### config.mk
export PLATFORM = sky130hd
export DESIGN_NAME = stream_find_and_replace
export DESIGN_NICKNAME = d
export VERILOG_FILES = /design/src/sfr_pkg.sv /design/src/sfr_front.sv /design/src/sfr_queue.sv /design/src/sfr_back.sv /design/src/stream_find_and_replace.sv
export SDC_FILE = /design/constraint.sdc
export NUM_CORES = 1
export LEC_CHECK = 0
export BUFFER_PORTS_ARGS = -buffer_cell sky130_fd_sc_hd__buf_4
export CAP_MARGIN = 15
export CORE_MARGIN = 2
export CORE_UTILIZATION = 50
export DETAILED_ROUTE_END_ITERATION = 6
export PLACE_DENSITY = 0.73
export SLEW_MARGIN = 10
export SYNTH_ARGS = -nofsm -noshare
export SYNTH_HDL_FRONTEND = slang
export SYNTH_SLANG_ARGS = --single-unit
### constraint.sdc
create_clock -name clk -period 9.7 [get_ports clk]
set_input_delay 1.94 -clock clk [delete_from_list [all_inputs] [get_ports clk]]
set_output_delay 1.94 -clock clk [all_outputs]
set_load 0.05 [all_outputs]
### src/sfr_pkg.sv
// Shared constants, register codes and the job type for the stream find-and-replace block.
package sfr_pkg;

	localparam int MAX_KEY_LEN  = 8;
	localparam int MAX_REPL_LEN = 8;

	// Effective lengths never exceed eight characters.
	localparam int KEY_CAP  = (MAX_KEY_LEN < 8) ? MAX_KEY_LEN : 8;
	localparam int REPL_CAP = (MAX_REPL_LEN < 8) ? MAX_REPL_LEN : 8;
	localparam int JOB_LEN  = (KEY_CAP > REPL_CAP) ? KEY_CAP : REPL_CAP;
	localparam int LEN_W    = $clog2(JOB_LEN + 1);
	localparam int IDX_W    = (JOB_LEN > 1) ? $clog2(JOB_LEN) : 1;

	localparam int QUEUE_DEPTH = 2;
	localparam int QPTR_W      = (QUEUE_DEPTH > 1) ? $clog2(QUEUE_DEPTH) : 1;
	localparam int QCNT_W      = $clog2(QUEUE_DEPTH + 1);

	localparam int CFG_IDX_W  = 2;
	localparam int CFG_DATA_W = 64;

	typedef enum logic [CFG_IDX_W-1:0] {
		CFG_KEYWORD_BYTES      = 2'd0,
		CFG_KEYWORD_LENGTH     = 2'd1,
		CFG_REPLACEMENT_BYTES  = 2'd2,
		CFG_REPLACEMENT_LENGTH = 2'd3
	} cfg_reg_t;

	// One run of output characters caused by a single input item.
	typedef struct packed {
		logic [JOB_LEN-1:0][7:0] chars;
		logic [LEN_W-1:0]        cnt;
		logic                    line_end;
	} job_t;

endpackage

### src/sfr_front.sv
// Front end: configuration registers, match window and job classification.
module sfr_front (
	input  logic                           clk,
	input  logic                           arst_n,
	input  logic                           in_valid,
	output logic                           in_ready,
	input  logic [7:0]                     in_char,
	input  logic                           in_line_end,
	input  logic                           cfg_valid,
	input  logic [sfr_pkg::CFG_IDX_W-1:0]  cfg_index,
	input  logic [sfr_pkg::CFG_DATA_W-1:0] cfg_data,
	input  logic                           q_ready,
	output logic                           push,
	output sfr_pkg::job_t                  push_job
);

	logic [63:0] keyword_bytes_q;
	logic [3:0]  keyword_length_q;
	logic [63:0] replacement_bytes_q;
	logic [3:0]  replacement_length_q;

	logic [7:0]                    win_q [sfr_pkg::KEY_CAP];
	logic [sfr_pkg::LEN_W-1:0]     win_cnt_q;

	logic [7:0]                    new_win [sfr_pkg::KEY_CAP];
	logic [7:0]                    nxt_win [sfr_pkg::KEY_CAP];
	logic [sfr_pkg::LEN_W-1:0]     nxt_cnt;
	logic [sfr_pkg::LEN_W-1:0]     new_cnt;
	logic [sfr_pkg::LEN_W-1:0]     klen;
	logic [sfr_pkg::LEN_W-1:0]     rlen;
	logic [sfr_pkg::JOB_LEN-1:0][7:0] win_chars;
	logic [sfr_pkg::JOB_LEN-1:0][7:0] repl_chars;
	logic                          full;
	logic                          match;
	logic                          job_valid;
	logic                          accept;
	sfr_pkg::cfg_reg_t             cfg_reg;

	function automatic logic [sfr_pkg::LEN_W-1:0] eff_len(input logic [3:0] val, input int cap);
		int v;
		v = int'(val);
		if (v < 1) v = 1;
		if (v > cap) v = cap;
		return sfr_pkg::LEN_W'(v);
	endfunction

	assign cfg_reg  = sfr_pkg::cfg_reg_t'(cfg_index);
	assign in_ready = q_ready;
	assign accept   = in_valid && q_ready;
	assign push     = accept && job_valid;

	always_comb begin
		klen    = eff_len(keyword_length_q, sfr_pkg::KEY_CAP);
		rlen    = eff_len(replacement_length_q, sfr_pkg::REPL_CAP);
		new_cnt = win_cnt_q + sfr_pkg::LEN_W'(1);
		full    = (new_cnt == klen);
		match   = 1'b1;
		win_chars  = '0;
		repl_chars = '0;
		for (int j = 0; j < sfr_pkg::KEY_CAP; j++) begin
			new_win[j]   = (win_cnt_q == sfr_pkg::LEN_W'(j)) ? in_char : win_q[j];
			win_chars[j] = new_win[j];
			if ((sfr_pkg::LEN_W'(j) < klen) && (new_win[j] != keyword_bytes_q[8*j +: 8])) begin
				match = 1'b0;
			end
		end
		for (int j = 0; j < sfr_pkg::JOB_LEN; j++) begin
			repl_chars[j] = replacement_bytes_q[8*j +: 8];
		end

		// A window that is not full and does not end a line produces nothing yet.
		job_valid         = 1'b0;
		push_job.chars    = win_chars;
		push_job.cnt      = new_cnt;
		push_job.line_end = in_line_end;
		nxt_win           = new_win;
		nxt_cnt           = new_cnt;
		if (full && match) begin
			job_valid      = 1'b1;
			push_job.chars = repl_chars;
			push_job.cnt   = rlen;
			nxt_cnt        = '0;
		end else if (full) begin
			// Oldest character leaves; on a line end the whole window goes out in order.
			job_valid = 1'b1;
			for (int j = 0; j < sfr_pkg::KEY_CAP - 1; j++) begin
				nxt_win[j] = new_win[j+1];
			end
			if (in_line_end) begin
				push_job.cnt = klen;
				nxt_cnt      = '0;
			end else begin
				push_job.cnt = sfr_pkg::LEN_W'(1);
				nxt_cnt      = klen - sfr_pkg::LEN_W'(1);
			end
		end else if (in_line_end) begin
			job_valid = 1'b1;
			nxt_cnt   = '0;
		end
	end

	always_ff @(posedge clk or negedge arst_n) begin
		if (!arst_n) begin
			keyword_bytes_q      <= '0;
			keyword_length_q     <= 4'd1;
			replacement_bytes_q  <= '0;
			replacement_length_q <= 4'd1;
		end else if (cfg_valid) begin
			unique case (cfg_reg)
				sfr_pkg::CFG_KEYWORD_BYTES:      keyword_bytes_q      <= cfg_data;
				sfr_pkg::CFG_KEYWORD_LENGTH:     keyword_length_q     <= cfg_data[3:0];
				sfr_pkg::CFG_REPLACEMENT_BYTES:  replacement_bytes_q  <= cfg_data;
				sfr_pkg::CFG_REPLACEMENT_LENGTH: replacement_length_q <= cfg_data[3:0];
				default: ;
			endcase
		end
	end

	// A new keyword length drops whatever the window holds.
	always_ff @(posedge clk or negedge arst_n) begin
		if (!arst_n) begin
			win_cnt_q <= '0;
		end else if (cfg_valid && (cfg_reg == sfr_pkg::CFG_KEYWORD_LENGTH)) begin
			win_cnt_q <= '0;
		end else if (accept) begin
			win_cnt_q <= nxt_cnt;
		end
	end

	always_ff @(posedge clk) begin
		if (accept) begin
			win_q <= nxt_win;
		end
	end

endmodule

### src/sfr_queue.sv
// Short job queue between the front end and the output sequencer.
module sfr_queue (
	input  logic          clk,
	input  logic          arst_n,
	input  logic          push,
	input  sfr_pkg::job_t push_job,
	output logic          q_ready,
	input  logic          pop,
	output logic          q_valid,
	output sfr_pkg::job_t q_job
);

	sfr_pkg::job_t               mem_q [sfr_pkg::QUEUE_DEPTH];
	logic [sfr_pkg::QPTR_W-1:0]  wr_ptr_q;
	logic [sfr_pkg::QPTR_W-1:0]  rd_ptr_q;
	logic [sfr_pkg::QCNT_W-1:0]  count_q;

	function automatic logic [sfr_pkg::QPTR_W-1:0] ptr_inc(input logic [sfr_pkg::QPTR_W-1:0] p);
		if (p == sfr_pkg::QPTR_W'(sfr_pkg::QUEUE_DEPTH - 1)) return '0;
		return p + sfr_pkg::QPTR_W'(1);
	endfunction

	assign q_ready = (count_q != sfr_pkg::QCNT_W'(sfr_pkg::QUEUE_DEPTH));
	assign q_valid = (count_q != '0);
	assign q_job   = mem_q[rd_ptr_q];

	always_ff @(posedge clk or negedge arst_n) begin
		if (!arst_n) begin
			wr_ptr_q <= '0;
			rd_ptr_q <= '0;
			count_q  <= '0;
		end else begin
			if (push) wr_ptr_q <= ptr_inc(wr_ptr_q);
			if (pop) rd_ptr_q <= ptr_inc(rd_ptr_q);
			if (push && !pop) count_q <= count_q + sfr_pkg::QCNT_W'(1);
			else if (pop && !push) count_q <= count_q - sfr_pkg::QCNT_W'(1);
		end
	end

	always_ff @(posedge clk) begin
		if (push) begin
			mem_q[wr_ptr_q] <= push_job;
		end
	end

endmodule

### src/sfr_back.sv
// Back end: steps through each queued job and emits one character per transfer.
module sfr_back (
	input  logic          clk,
	input  logic          arst_n,
	input  logic          q_valid,
	input  sfr_pkg::job_t q_job,
	output logic          pop,
	output logic          out_valid,
	input  logic          out_ready,
	output logic [7:0]    out_char,
	output logic          out_line_end,
	output logic          run_last
);

	logic [sfr_pkg::IDX_W-1:0] idx_q;
	logic                      out_valid_q;
	logic [7:0]                out_char_q;
	logic                      out_line_end_q;
	logic                      run_last_q;
	logic                      load;
	logic                      last;

	assign load = q_valid && (!out_valid_q || out_ready);
	assign last = ((sfr_pkg::LEN_W'(idx_q) + sfr_pkg::LEN_W'(1)) == q_job.cnt);
	assign pop  = load && last;

	assign out_valid    = out_valid_q;
	assign out_char     = out_char_q;
	assign out_line_end = out_line_end_q;
	assign run_last     = run_last_q;

	always_ff @(posedge clk or negedge arst_n) begin
		if (!arst_n) begin
			out_valid_q <= 1'b0;
			idx_q       <= '0;
		end else begin
			if (load) begin
				out_valid_q <= 1'b1;
				idx_q       <= last ? '0 : idx_q + sfr_pkg::IDX_W'(1);
			end else if (out_ready) begin
				out_valid_q <= 1'b0;
			end
		end
	end

	always_ff @(posedge clk) begin
		if (load) begin
			out_char_q     <= q_job.chars[idx_q];
			out_line_end_q <= last && q_job.line_end;
			run_last_q     <= last;
		end
	end

endmodule

### src/stream_find_and_replace.sv
// Top level of the streaming find-and-replace block.
// The first result of an item passes through the job queue and then the output register.
// Throughput: one item per cycle while out_ready holds and each item yields at most one
// character; an item that yields several characters holds the output sequencer until all
// of them are out, and a two-entry job queue lets the front end take items meanwhile.
// Reset: arst_n clears the window, the queue and the output register, and restores the
// configuration registers to a one-character keyword and replacement, each a zero byte.
module stream_find_and_replace (
	input  logic                           clk,
	input  logic                           arst_n,
	input  logic                           in_valid,
	output logic                           in_ready,
	input  logic [7:0]                     in_char,
	input  logic                           in_line_end,
	output logic                           out_valid,
	input  logic                           out_ready,
	output logic [7:0]                     out_char,
	output logic                           out_line_end,
	output logic                           run_last,
	input  logic                           cfg_valid,
	output logic                           cfg_ready,
	input  logic [sfr_pkg::CFG_IDX_W-1:0]  cfg_index,
	input  logic [sfr_pkg::CFG_DATA_W-1:0] cfg_data
);

	logic          push;
	logic          pop;
	logic          q_ready;
	logic          q_valid;
	sfr_pkg::job_t push_job;
	sfr_pkg::job_t q_job;

	// Register writes always complete in the cycle they are offered.
	assign cfg_ready = 1'b1;

	sfr_front u_front (
		.clk         (clk),
		.arst_n      (arst_n),
		.in_valid    (in_valid),
		.in_ready    (in_ready),
		.in_char     (in_char),
		.in_line_end (in_line_end),
		.cfg_valid   (cfg_valid),
		.cfg_index   (cfg_index),
		.cfg_data    (cfg_data),
		.q_ready     (q_ready),
		.push        (push),
		.push_job    (push_job)
	);

	sfr_queue u_queue (
		.clk      (clk),
		.arst_n   (arst_n),
		.push     (push),
		.push_job (push_job),
		.q_ready  (q_ready),
		.pop      (pop),
		.q_valid  (q_valid),
		.q_job    (q_job)
	);

	sfr_back u_back (
		.clk          (clk),
		.arst_n       (arst_n),
		.q_valid      (q_valid),
		.q_job        (q_job),
		.pop          (pop),
		.out_valid    (out_valid),
		.out_ready    (out_ready),
		.out_char     (out_char),
		.out_line_end (out_line_end),
		.run_last     (run_last)
	);

endmodule

Word-level counts from Yosys, hierarchy flattened
Memories as Yosys holds them, arrays and structs flattened.
Index checks and enable logic that the tools add are counted.

storage, ports and cells
  bits in registers = 222
  bits in writable memories = 138
  bits of input ports = 80
  output and inout port bits = 13
  word-level logic and storage cells = 147
  memories = 1

operators by class
  add/subtract/negate cells = 8
  order comparisons = 13
  equality and inequality tests = 21
  multiplexer cells = 52
  reduce and logical (&&, ||, !) cells = 31

memories
  memory         words  bits a word  read ports  clocked after Yosys merged registers in  wr ports  line             RTL
  u_queue.mem_q  2      69           1           0                                        1         sfr_queue.sv:13  sfr_pkg::job_t mem_q [sfr_pkg::QUEUE_DEPTH];

operator list
  cell                   number
  $mux W56               2
  $mux W8                9
  $mux W64               1
  $ne A8 B8 Y1           8
  $mux W4                13
  $bmux W8 S3            1
  $mux W1                23
  $logic_and A1 B1 Y1    17
  $eq A4 B3 Y1 const B   4
  $lt A3 B4 Y1 const A   4
  $eq A4 B2 Y1 const B   2
  $eq A4 B4 Y1           2
  $gt A4 B4 Y1 const B   2
  $lt A1 B4 Y1 const A   2
  $lt A2 B4 Y1 const A   2
  $lt A4 B1 Y1 const B   2
  $reduce_and A2 Y1      4
  $reduce_bool A2 Y1     4
  $add A3 B1 Y4 const B  1
  $add A4 B1 Y4 const B  1
  $eq A2 B2 Y1 const B   2
  $eq A4 B1 Y1 const B   1
  $logic_not A4 Y1       1
  $lt A3 B4 Y1 const B   1
  other kinds (12)       16

Longest topological paths before layout
Gate-level depths: netlist of the first run.

  word-level depth = 21
  gate-level depth with buffers = 14
  depth with buffers taken out = 11

By module
Synthesis of the first run repeated with hierarchy kept, for this count alone.

second synthesis, totals
  cells, all modules = 1376
  area total of the unflattened synthesis = 18074.8 um^2

by module, submodules not included
  module                   times used  cells each  area an instance (um^2)  seq. area each (um^2)
  sfr_front                1           1070        11417.2                  5427.7
  sfr_queue                1           231         5520.3                   4244.1
  sfr_back                 1           73          1126.1                   400.4
  stream_find_and_replace  1           2           11.3                     0.0

Worst setup path after synthesis of the first run
Ideal clock, no wire load.

  path type = input port to flip-flop
  start = in in_valid
  end = mem u_queue.mem_q[0][0] in the netlist's numbering (enable)
  library setup time = 0.505 ns
  arrival time = 6.771 ns
  required time = 9.195 ns
  setup slack = 2.424 ns
  stages = 4
  buffers on the path = 0
  cell sequence = nand2_1 inv_1 and2_1 nor2b_1

on the way
  word-level cells in the longest chain between the ends = 4

ends and longest elaborated chain
  element                        line                           RTL
  start, declared                stream_find_and_replace.sv:11  input logic in_valid,
  $logic_and A1 B1 Y1            sfr_front.sv:49                assign accept = in_valid && q_ready;
  via u_front.accept             sfr_front.sv:36                logic accept;
  $logic_and A1 B1 Y1            sfr_front.sv:50                assign push = accept && job_valid;
  via push                       stream_find_and_replace.sv:26  logic push;
  $mux W1                        sfr_queue.sv:41                if (push) begin
  $mux W1 (not written as such)  sfr_queue.sv:42                mem_q[wr_ptr_q] <= push_job;
  end, declared                  sfr_queue.sv:13

The timed path passes the listed nets, and every way through them passes these cells.

==> impl_metrics.tcl, run 1 <==
set metrics [dict create \
    yosysWarningCount 0 \
    grt_max_degree 81 \
    synth_seq_cells 360 \
    cts_setup_buffers 0 \
    drive_above_1_share 0.267 \
    cts-root-buf "clkbuf_16" \
    cts.sinks 360 \
    hp-class "reg -> reg" \
    fin_nets 1539 \
    core_area_um2 34700 \
    die_width_um 192 \
    drc_errors 0 \
    grt_pass1_vias 11514 \
    critPathLaunchType "primary input" \
    drt_pass1_iterations 5 \
    critPathLaunch "in_char[0]" \
    crit_type "in -> reg" \
    finalCriticalPeriod_ns 5.45 \
    vias 11637 \
    reg2reg_from "u_front.win_cnt_q[0]" \
    hold_ws_ns 0.505 \
    p_seq_frac 0.398 \
    cp.required_ns 9.97 \
    cp_max_fo 43 \
    synthFlopType "edfxtp_1" \
    comb_power_share 0.368 \
    cts_tree "built" \
    setup-violations-final 0 \
    power_frac_clock 0.233 \
    clock_skew_ns 0.0127 \
    netlist.area_leader.share 0.360 \
    synth_cell_type_count 70 \
    fin_ws_ns 4.25 \
    wire_per_inst_um 23.9 \
    tightest_slew_ns 0.989 \
    row_count 68 \
    avgSynthCellArea_um2 12.8 \
    swShare 0.352 \
    dr.first_iter.drc_count 1140 \
    grt_pass1_wl_um 69800 \
    fin_crit_sh 0.562 \
    fmax_mhz 184 \
    antenna_cells 0 \
    status "finished clean" \
    cts_resized 0 \
    fin_cells 1933 \
    crit_path_end_kind "flip-flop" \
    syn_nets 1471 \
    clock_latency_ns 0.53 \
    post_drt_via_cell_ratio 6.02 \
    ctsHoldBuffers 0 \
    rsz0062_at_grt "no" \
    slew_headroom 0.341 \
    p_leak_nw 8.20 \
    powerDensity_nw_per_um2 326 \
    fill_cells 2835 \
    cp_data_arrival_time_ns 5.72 \
    io_buffers 91 \
    start_util 0.509 \
    internal_power_mw 4.23 \
    htreeDepth 2 \
    cts.path.max_buffers 3 \
    grtUsageTotal 0.255 \
    synth_top_area_cell "edfxtp_1" \
    syn_inst 1381 \
    ir_drop_v 0.000182 \
    dp_slack_ns 3.74 \
    power.switching_mw 2.30 \
    drv_cap 0 \
    die_h_um 192 \
    placed_cells 1863 \
    pin_count 93 \
    antenna_found_initial 1 \
    synth-edff-count 212 \
    report.final.slew_viol_count 0 \
    hold_path_startpoint "u_front.repl_chars[4]" \
    grt_overflow_total 0 \
    ant_nets 0 \
    cts-buffers-inserted 39 \
    layout-area-overhead-vs-synth_pct 13.3 \
    hold_viol 0 \
    seq_area_frac_synth 0.570 \
    die-area_um2 36900 \
    path_clk_slew_ns 0.06 \
    synth_area_um2 17700 \
    hpwl_um 32400 \
    tns_ns 0 \
    synthArstFlopShare 0.411 \
    synth_area_leaders "edfxtp_1 (36%), dfrtp_1 (21%), mux2_2 (7.5%), mux4_2 (5.1%), mux2_4 (4.2%)" \
    place.gp.congestion 0.906 \
    drt-total-wl_um 46300 \
]
==> sequential cells by signal, indices dropped and copies added, names as in the netlist <==
register,cells
u_queue.count_q,2
u_back.run_last,1
u_queue.rd_ptr_q,1
u_front.win_cnt_q,4
u_back.idx_q,3
u_queue.mem_q,138
u_front.replacement_length_q,4
u_front.keyword_length_q,4
u_queue.wr_ptr_q,1
u_back.out_char,8
u_front.keyword_bytes_q,64
u_back.out_line_end,1
u_front.win_q,64
u_back.out_valid,1
u_front.repl_chars,64
==> critical path, cell delays in order <==
cell and delay (ns):
buf_4 0.16, inv_1 0.38, o22ai_1 0.15, or4_1 0.49, a222oi_1 0.43, a31oi_1 0.21, a2111oi_4 0.43, o21ai_1 0.12
or2_4 0.46, buf_4 0.48, mux2_1 0.43
==> cell usage in the layout (no fill, tap or decap), types with 4 or more instances in the layout <==
master,synthesis,routed
a21o_1,6,6
a21oi_1,102,102
a31oi_1,6,6
and2_1,7,7
and3_1,8,7
buf_4,1,101
clkbuf_1,49,4
clkbuf_16,0,42
clkbuf_8,0,9
clkinv_2,0,7
dfrtp_1,146,145
edfxtp_1,212,212
ha_1,10,10
inv_1,64,63
mux2_2,118,118
mux2_4,50,50
mux2i_1,28,28
mux4_2,40,40
nand2_1,190,190
nand2b_1,9,9
nand3_1,22,22
nand3b_1,6,6
nor2_1,24,24
nor2b_1,6,5
nor4_1,4,4
o21a_1,4,4
o21ai_0,38,38
o221ai_1,6,6
o22ai_1,27,26
o41ai_1,4,4
or2_1,44,43
or4_1,5,5
xnor2_1,32,32
xor2_1,31,31
==> area by class of cell <==
cell class | count | area [µm²] | share of cell area
sequential | 360 | 10100 | 0.503
tap | 455 | 569 | 0.0284
inverter | 64 | 240 | 0.0120
clock inverter | 15 | 145 | 0.00725
multi-input combinational | 882 | 7040 | 0.351
clock buffer | 55 | 1190 | 0.0594
timing repair buffer | 102 | 769 | 0.0384
==> worst paths after layout <==
kind / endpoint / slack (ns) / cells after the start
worst max-delay path: u_queue.mem_q[0][68] / 4.25 / 11
worst min register to register: u_front.repl_chars[4] / 0.51 / 1
max in group asynchronous: u_front.repl_chars[12] / 6.85 / 2
worst min-delay path: u_front.repl_chars[4] / 0.51 / 1
worst max register to register: u_queue.mem_q[0][68] / 4.81 / 12
min in group asynchronous: u_front.repl_chars[50] / 1.47 / 1
==> stage by stage <==
stage                     instance area (µm²)  total power [mW]  utilization
after floorplan                         17700              4.24            -
after global placement                  18700              4.93        0.538
after detailed placement                18700              4.99        0.538
after CTS                               20000              6.51        0.577
after global routing                    20000              6.82        0.577
final                                   20000              6.52        0.577
==> cells by family after synthesis <==
| group | synth area share |
|---|---|
| flip-flops | 0.570 |
| AND/OR/NAND/NOR | 0.0939 |
| multiplexers | 0.186 |
| AO/OA/AOI/OAI | 0.0777 |
| buffers and inverters | 0.0336 |
| XOR/XNOR | 0.0312 |
| adder cells (fa/ha/maj) | 0.00708 |
| other | 0.000212 |
==> power by group through the flow <==
| stage | Clock [mW] | Sequential [mW] | Combinational [mW] |
|---|---|---|---|
| after floorplan | 0 | 2.54 | 1.69 |
| after global placement | 0 | 2.60 | 2.32 |
| after detailed placement | 0 | 2.62 | 2.37 |
| after CTS | 1.54 | 2.60 | 2.38 |
| after global routing | 1.60 | 2.64 | 2.59 |
| final | 1.52 | 2.60 | 2.40 |
==> cell usage after synthesis (5+ instances only) <==
master / n
o21ai_0: 38
or4_1: 5
nand2_1: 190
nand3_1: 22
o22ai_1: 27
ha_1: 10
nand2b_1: 9
mux2_2: 118
clkbuf_1: 49
a21o_1: 6
buf_1: 6
inv_1: 64
a31oi_1: 6
xnor2_1: 32
buf_6: 7
buf_2: 12
o221ai_1: 6
dfrtp_1: 146
nand3b_1: 6
and3_1: 8
or2_1: 44
edfxtp_1: 212
and2_1: 7
nor2_1: 24
a21oi_1: 102
xor2_1: 31
mux2i_1: 28
mux4_2: 40
mux2_4: 50
nor2b_1: 6
==> per-layer routing <==
layer | GRT usage | up-vias | wire [µm]
met2 | 0.420 | 505 | 22300
met1 | 0.344 | 5865 | 19000
met5 | 0 | - | 13
met3 | 0.0519 | 81 | 3710
met4 | 0.0722 | 2 | 1190
li1 | - | 5184 | -
Power figures use the tool's default switching activity.
==> run 2: changes to the inputs <==
- clock period: 9.7 -> 5.7 ns (I/O delays scaled with it)
==> run 2 against run 1 <==
Sequential power grew 68%; worst setup slack worse by 3.3 ns; non-clock buffer count is 11 higher; final area up 0.28%; cell count grew 0.62%; register-to-register slack worse by 3.9 ns; largest cell class unchanged; die area unchanged; largest power group unchanged; clock skew rose by 0.0082 ns; clock-buffer cell count increased by 2; highest routed layer is now met4; clock power grew 68%; combinational power is 75% higher; total power is 71% higher.
==> impl_metrics.tcl, run 2 (synthesis results as in run 1) <==
set metrics [dict create \
    status "finished clean" \
    antenna_found_initial 2 \
    layout-area-overhead-vs-synth_pct 13.7 \
    crit_family "simple AND/OR/NAND/NOR gates" \
    cts_setup_buffers 0 \
    die-area_um2 36900 \
    cp_data_arrival_time_ns 5.03 \
    fin_ws_ns 0.929 \
    hold_viol 0 \
    gr-usage-met2 0.424 \
    cp_max_fo 47 \
    place_area_um2 18800 \
    drc_errors 0 \
    placed_cells 1874 \
    crit_buf_inv 2 \
    ant_nets 0 \
    hpwl_um 32600 \
    drt-total-wl_um 46300 \
    cts_resized 0 \
    cts.path.max_buffers 3 \
    postLayoutCellArea_um2 20100 \
    fin_nets 1550 \
    grt-busiest-layer "met2" \
    core_area_um2 34700 \
    grt_pass1_wl_um 70300 \
    place.gp.congestion 0.936 \
    post_drt_via_cell_ratio 6.01 \
    hp-class "reg -> reg" \
    clock_skew_ns 0.0208 \
    grt_overflow_total 0 \
    antenna_cells 0 \
    critPathLaunchType "flip-flop" \
    report.final.slew_viol_count 0 \
    hold_path_depth 1 \
    largest_reg_flops 138 \
    die_h_um 192 \
    crit_cells 12 \
    io_buffers 91 \
    drv_cap 0 \
    die_width_um 192 \
    ir_drop_v 0.000352 \
    ctsHoldBuffers 0 \
    dr.first_iter.drc_count 1277 \
    reg2reg_depth 12 \
    finalCriticalPeriod_ns 4.77 \
    setup-violations-final 0 \
    p_leak_nw 8.22 \
    wire_per_inst_um 23.8 \
    max_stage_delay_ns 0.61 \
    crit_type "reg -> reg" \
    total_power_mw 11.1 \
    fmax_mhz 210 \
    final_common_cell "edfxtp_1" \
    tightest_slew_ns 1.06 \
    grtUsageMet3 0.0334 \
    use_met1 0.354 \
    grt_pass1_vias 11650 \
    tns_ns 0 \
    crit_path_end_kind "flip-flop" \
    cts-root-buf "clkbuf_16" \
    pin_count 93 \
    rsz0062_at_grt "no" \
    path_clk_slew_ns 0.06 \
    fin_cells 1945 \
    clock_latency_ns 0.53 \
    fin_util 0.579 \
    cts_tree "built" \
    regMostFlops "u_queue.mem_q" \
    drive_above_1_share 0.267 \
    hold_ws_ns 0.507 \
    crit_chain "inv_1 > ha_1 > or3b_1 > mux2i_4 > xnor2_1 > a2111oi_2 > nand4_1 > nor4_2 > o21ai_1 > or2_4 > buf_4 > mux2_4" \
    start_util 0.509 \
    grt_max_degree 86 \
    slowest_stage "nor4_2" \
    row_count 68 \
    vias 11682 \
    grtUsageTotal 0.255 \
    cts-buffers-inserted 39 \
    fin_crit_sh 0.837 \
    htreeDepth 2 \
    slew_headroom 0.292 \
    drt_pass1_iterations 7 \
    cts.sinks 360 \
    powerDensity_nw_per_um2 554 \
    layout_common_cells "edfxtp_1 (212), nand2_1 (190), dfrtp_1 (145), mux2_2 (118), buf_4 (111)" \
    dp_slack_ns 0.811 \
    cp.required_ns 5.96 \
]
[run 2: changes by cell type in the layout (fill, tap and decap cells not counted), moves of 2 or more]
cell | previous run | this run
buf_4 | 101 | 111
clkbuf_1 | 4 | 11
clkbuf_8 | 9 | 4
clkinv_4 | 3 | 0
clkinv_1 | 0 | 2
clkinv_2 | 7 | 5
[run 2: final timing paths]
path | end | slack, ns | from
max | u_queue.mem_q[0][40] | 0.93 | u_front.win_cnt_q[0]
min | u_front.repl_chars[35] | 0.51 | u_front.repl_chars[35]
max reg2reg | u_queue.mem_q[0][40] | 0.93 | u_front.win_cnt_q[0]
min reg2reg | u_front.repl_chars[35] | 0.51 | u_front.repl_chars[35]
max in group asynchronous | u_queue.rd_ptr_q | 4.07 | arst_n
min in group asynchronous | u_front.repl_chars[51] | 0.54 | arst_n
[run 2: worst register-to-register path, delay by kind of cell (launching register included)]
family	cells	cell delay, ns
and+or+nand+nor	4	1.99
adders and majority gates	1	0.23
DFF	1	0.43
muxes	2	0.62
buffers and inverters	2	0.53
xor gates and xnor gates	1	0.15
AOI/OAI and AO/OA	2	0.56
[run 2: power breakdown]
part           total [mW]  internal, mW  switching, mW
clock                2.55          1.54           1.01
combinational        4.21          1.79           2.43
sequential           4.37          3.89          0.480
total                11.1          7.21           3.92
[run 2: layer usage]
metal  wire, µm  share of wire
met1      19500           0.42
met2      22300           0.48
met3       3250          0.070
met4       1230          0.027
met5          0              0
[run 2: layout make-up]
| class | count | area, µm² |
|---|---|---|
| fill | 2762 | 14600 |
| sequential | 360 | 10100 |
| multi-input combinational | 882 | 7040 |
| clock buffer | 57 | 1150 |
| timing repair buffer | 113 | 865 |
| tap | 455 | 569 |
| inverter | 64 | 240 |
| clock inverter | 14 | 151 |
==> run 3: changes to the inputs <==
- ABC_AREA: unset -> 1
- clock period: 5.7 -> 4.75 ns (I/O delays scaled with it)
==> run 3 against run 2 <==
The flow now finishes with violations (DRC); die area rose by 6.8%; non-clock buffer count did not move; utilization fell by 1.1 points; routed wire length rose by 20%; critical endpoint is now u_queue.mem_q[0][52]; largest power group is now combinational logic.
==> impl_metrics.tcl, run 3 <==
set metrics [dict create \
    powerDensity_nw_per_um2 646 \
    antenna_found_initial 0 \
    cts.path.max_buffers 3 \
    ant_nets 0 \
    critPathLaunchType "flip-flop" \
    crit_type "reg -> reg" \
    tightest_slew_ns 1.20 \
    worst-r2r-setup-slack_ns 0.81 \
    largest_reg_flops 138 \
    layout_common_cells "nand2_1 (809), inv_1 (244), o21ai_0 (232), edfxtp_1 (212), dfrtp_1 (144)" \
    cts-buffers-inserted 40 \
    avgSynthCellArea_um2 8.26 \
    setup-violations-final 0 \
    post_drt_via_cell_ratio 5.71 \
    die-area_um2 39400 \
    synthFlopType "edfxtp_1" \
    dr.first_iter.drc_count 1848 \
    row_count 71 \
    ctsHoldBuffers 0 \
    drt-total-wl_um 55800 \
    hold_viol 0 \
    fin_nets 2393 \
    seq_area_frac_synth 0.533 \
    cp_max_fo 124 \
    cp_data_arrival_time_ns 4.35 \
    cts_resized 0 \
    regMostFlops "u_queue.mem_q" \
    crit_family "simple AND/OR/NAND/NOR gates" \
    post-synth-top-count-cell "nand2_1" \
    synth-edff-count 212 \
    finalCriticalPeriod_ns 3.94 \
    yosysWarningCount 0 \
    report.final.slew_viol_count 0 \
    wire_per_inst_um 19.6 \
    die_h_um 198 \
    hpwl_um 36900 \
    cts.sinks 360 \
    cts-root-buf "clkbuf_16" \
    io_buffers 91 \
    max_stage_delay_ns 0.63 \
    synth_compound_area_frac 0.0946 \
    worstSetupEndpoint "u_queue.mem_q[0][52]" \
    grt_max_degree 155 \
    fmax_mhz 254 \
    ir_drop_v 0.000324 \
    grtUsageTotal 0.289 \
    place.gp.congestion 0.923 \
    synthArstFlopShare 0.411 \
    drt_pass1_iterations 7 \
    cp.required_ns 5.15 \
    cts_setup_buffers 0 \
    pin_count 93 \
    netlist.area_leader.share 0.337 \
    synthAdderAreaFrac 0.00662 \
    layout-area-overhead-vs-synth_pct 12.6 \
    htreeDepth 2 \
    reg2reg_from "u_front.win_cnt_q[2]" \
    clock_skew_ns 0.0273 \
    rsz0062_at_grt "no" \
    core_area_um2 37500 \
    synth_top_area_cell "edfxtp_1" \
    hold_ws_ns 0.380 \
    p_leak_nw 10.1 \
    synth_cell_type_count 38 \
    start_util 0.504 \
    synthMuxAreaShare 0.0148 \
    grt_overflow_total 0 \
    path_clk_slew_ns 0.06 \
    drc_errors 11 \
    synth_common_cells "nand2_1 (812), inv_1 (246), o21ai_0 (232)" \
    cpMostUsedCell "nand2_1" \
    crit_chain "nor2_4 > nand2_1 > nand2_1 > o21ai_1 > inv_1 > nand2_1 > nand2_1 > nand2_1 > nor2_1 > nand2_1 > nand2_1 > nand2_1 > nor2_4 > buf_12 > nand4_1 > nand2_1" \
    crit_buf_inv 2 \
    synth_top_family_by_area "simple AND/OR/NAND/NOR gates" \
    status "finished with violations" \
    fin_crit_sh 0.830 \
    clock_latency_ns 0.56 \
    synth_seq_cells 360 \
    drv_cap 0 \
    die_width_um 198 \
    grt_pass1_wl_um 87100 \
    syn_inst 2289 \
    final_common_cell "nand2_1" \
    crit_path_end_kind "flip-flop" \
    crit_cells 16 \
    reg2reg_depth 16 \
    vias 16258 \
    hp-class "in -> async" \
    timing.rr.end "u_queue.mem_q[0][52]" \
    violations "DRC" \
    slew_headroom 0.191 \
    synth-simple-area-share 0.261 \
    synth_area_leaders "edfxtp_1 (34%), dfrtp_1 (19%), nand2_1 (16%), o21ai_0 (6.1%), inv_1 (4.9%)" \
    critPathLaunch "u_front.win_cnt_q[2]" \
    drive_above_1_share 0.0913 \
    fin_util 0.568 \
    cts_tree "built" \
    antenna_cells 0 \
    synth_area_um2 18900 \
    syn_nets 2379 \
    grt_pass1_vias 15697 \
    slowest_stage "dfrtp_1" \
    synth_xor_area_frac 0.00556 \
]
run 3: cell types whose count changed in the layout (fill, tap and decap cells not counted), moves of 50 or more:
cell	before	now
nand4_1	3	134
inv_1	63	244
o21ai_0	38	232
nor2_1	24	79
mux2_2	118	0
mux2_4	50	0
nand2_1	190	809
nand3_1	22	115
a21oi_1	102	8
run 3: how the worst min path moves through the flow:
stage                                      from                          end  cells after the start
floorplan           u_front.keyword_length_q[1]  u_front.keyword_length_q[1]                      2
global placement         u_front.repl_chars[22]       u_front.repl_chars[22]                      2
detailed placement        u_front.repl_chars[6]        u_front.repl_chars[6]                      2
CTS                                      arst_n             u_back.out_valid                      1
global route                             arst_n             u_back.out_valid                      1
finish                                   arst_n             u_back.out_valid                      1
run 3: kinds of logic (layout without fill, tap and decap cells):
logic type	Yosys count	after routing
flip-flops	360	360
other	1	1
AND/OR/NAND/NOR	1164	1164
multiplexers	28	28
buffers and inverters	396	441
adder cells (fa/ha/maj)	10	10
XOR/XNOR	12	12
AO/OA/AOI/OAI	318	318
run 3: area by class of cell:
class / instances / area (µm²)
Inverter: 255 / 960
Sequential cell: 360 / 10100
Fill cell: 3410 / 16200
Multi-Input combinational cell: 1533 / 7290
Timing Repair Buffer: 113 / 927
Clock buffer: 56 / 1240
Clock inverter: 17 / 153
Tap cell: 511 / 639
run 3: power by group:
part	switching (mW)	internal (mW)	total (mW)
sequential	0.473	4.58	5.06
clock	1.30	1.94	3.23
combinational	3.87	1.58	5.45
total	5.64	8.10	13.7
run 3: worst reg2reg max path: stages, from the launching register on:
cell	delay, ns
dfrtp_1	0.63
nor2_4	0.46
nand2_1	0.52
nand2_1	0.20
o21ai_1	0.15
inv_1	0.22
nand2_1	0.08
nand2_1	0.06
nand2_1	0.06
nor2_1	0.10
nand2_1	0.05
nand2_1	0.05
nand2_1	0.07
nor2_4	0.15
buf_12	0.49
nand4_1	0.33
nand2_1	0.17
run 3: per-layer routing:
layer | global-route usage | wire length [µm] | share of wire
met1 | 0.381 | 22400 | 0.40
met2 | 0.475 | 26300 | 0.47
met3 | 0.0553 | 4960 | 0.089
met4 | 0.112 | 2090 | 0.038
met5 | 0 | 0 | 0
run 3: stage by stage:
step	cell area [µm²]	TNS, ns	worst slack (ns)	total power [mW]	instances
5_1_grt	21300	0	0.436	14.6	2845
3_3_place_gp	19900	0	0.972	10.3	2772
4_1_cts	21300	0	0.885	13.7	2845
3_5_place_dp	19900	0	0.894	10.4	2772
6_report	21300	0	0.807	13.7	2845
2_1_floorplan	18900	-60.13	-0.443	8.78	2289
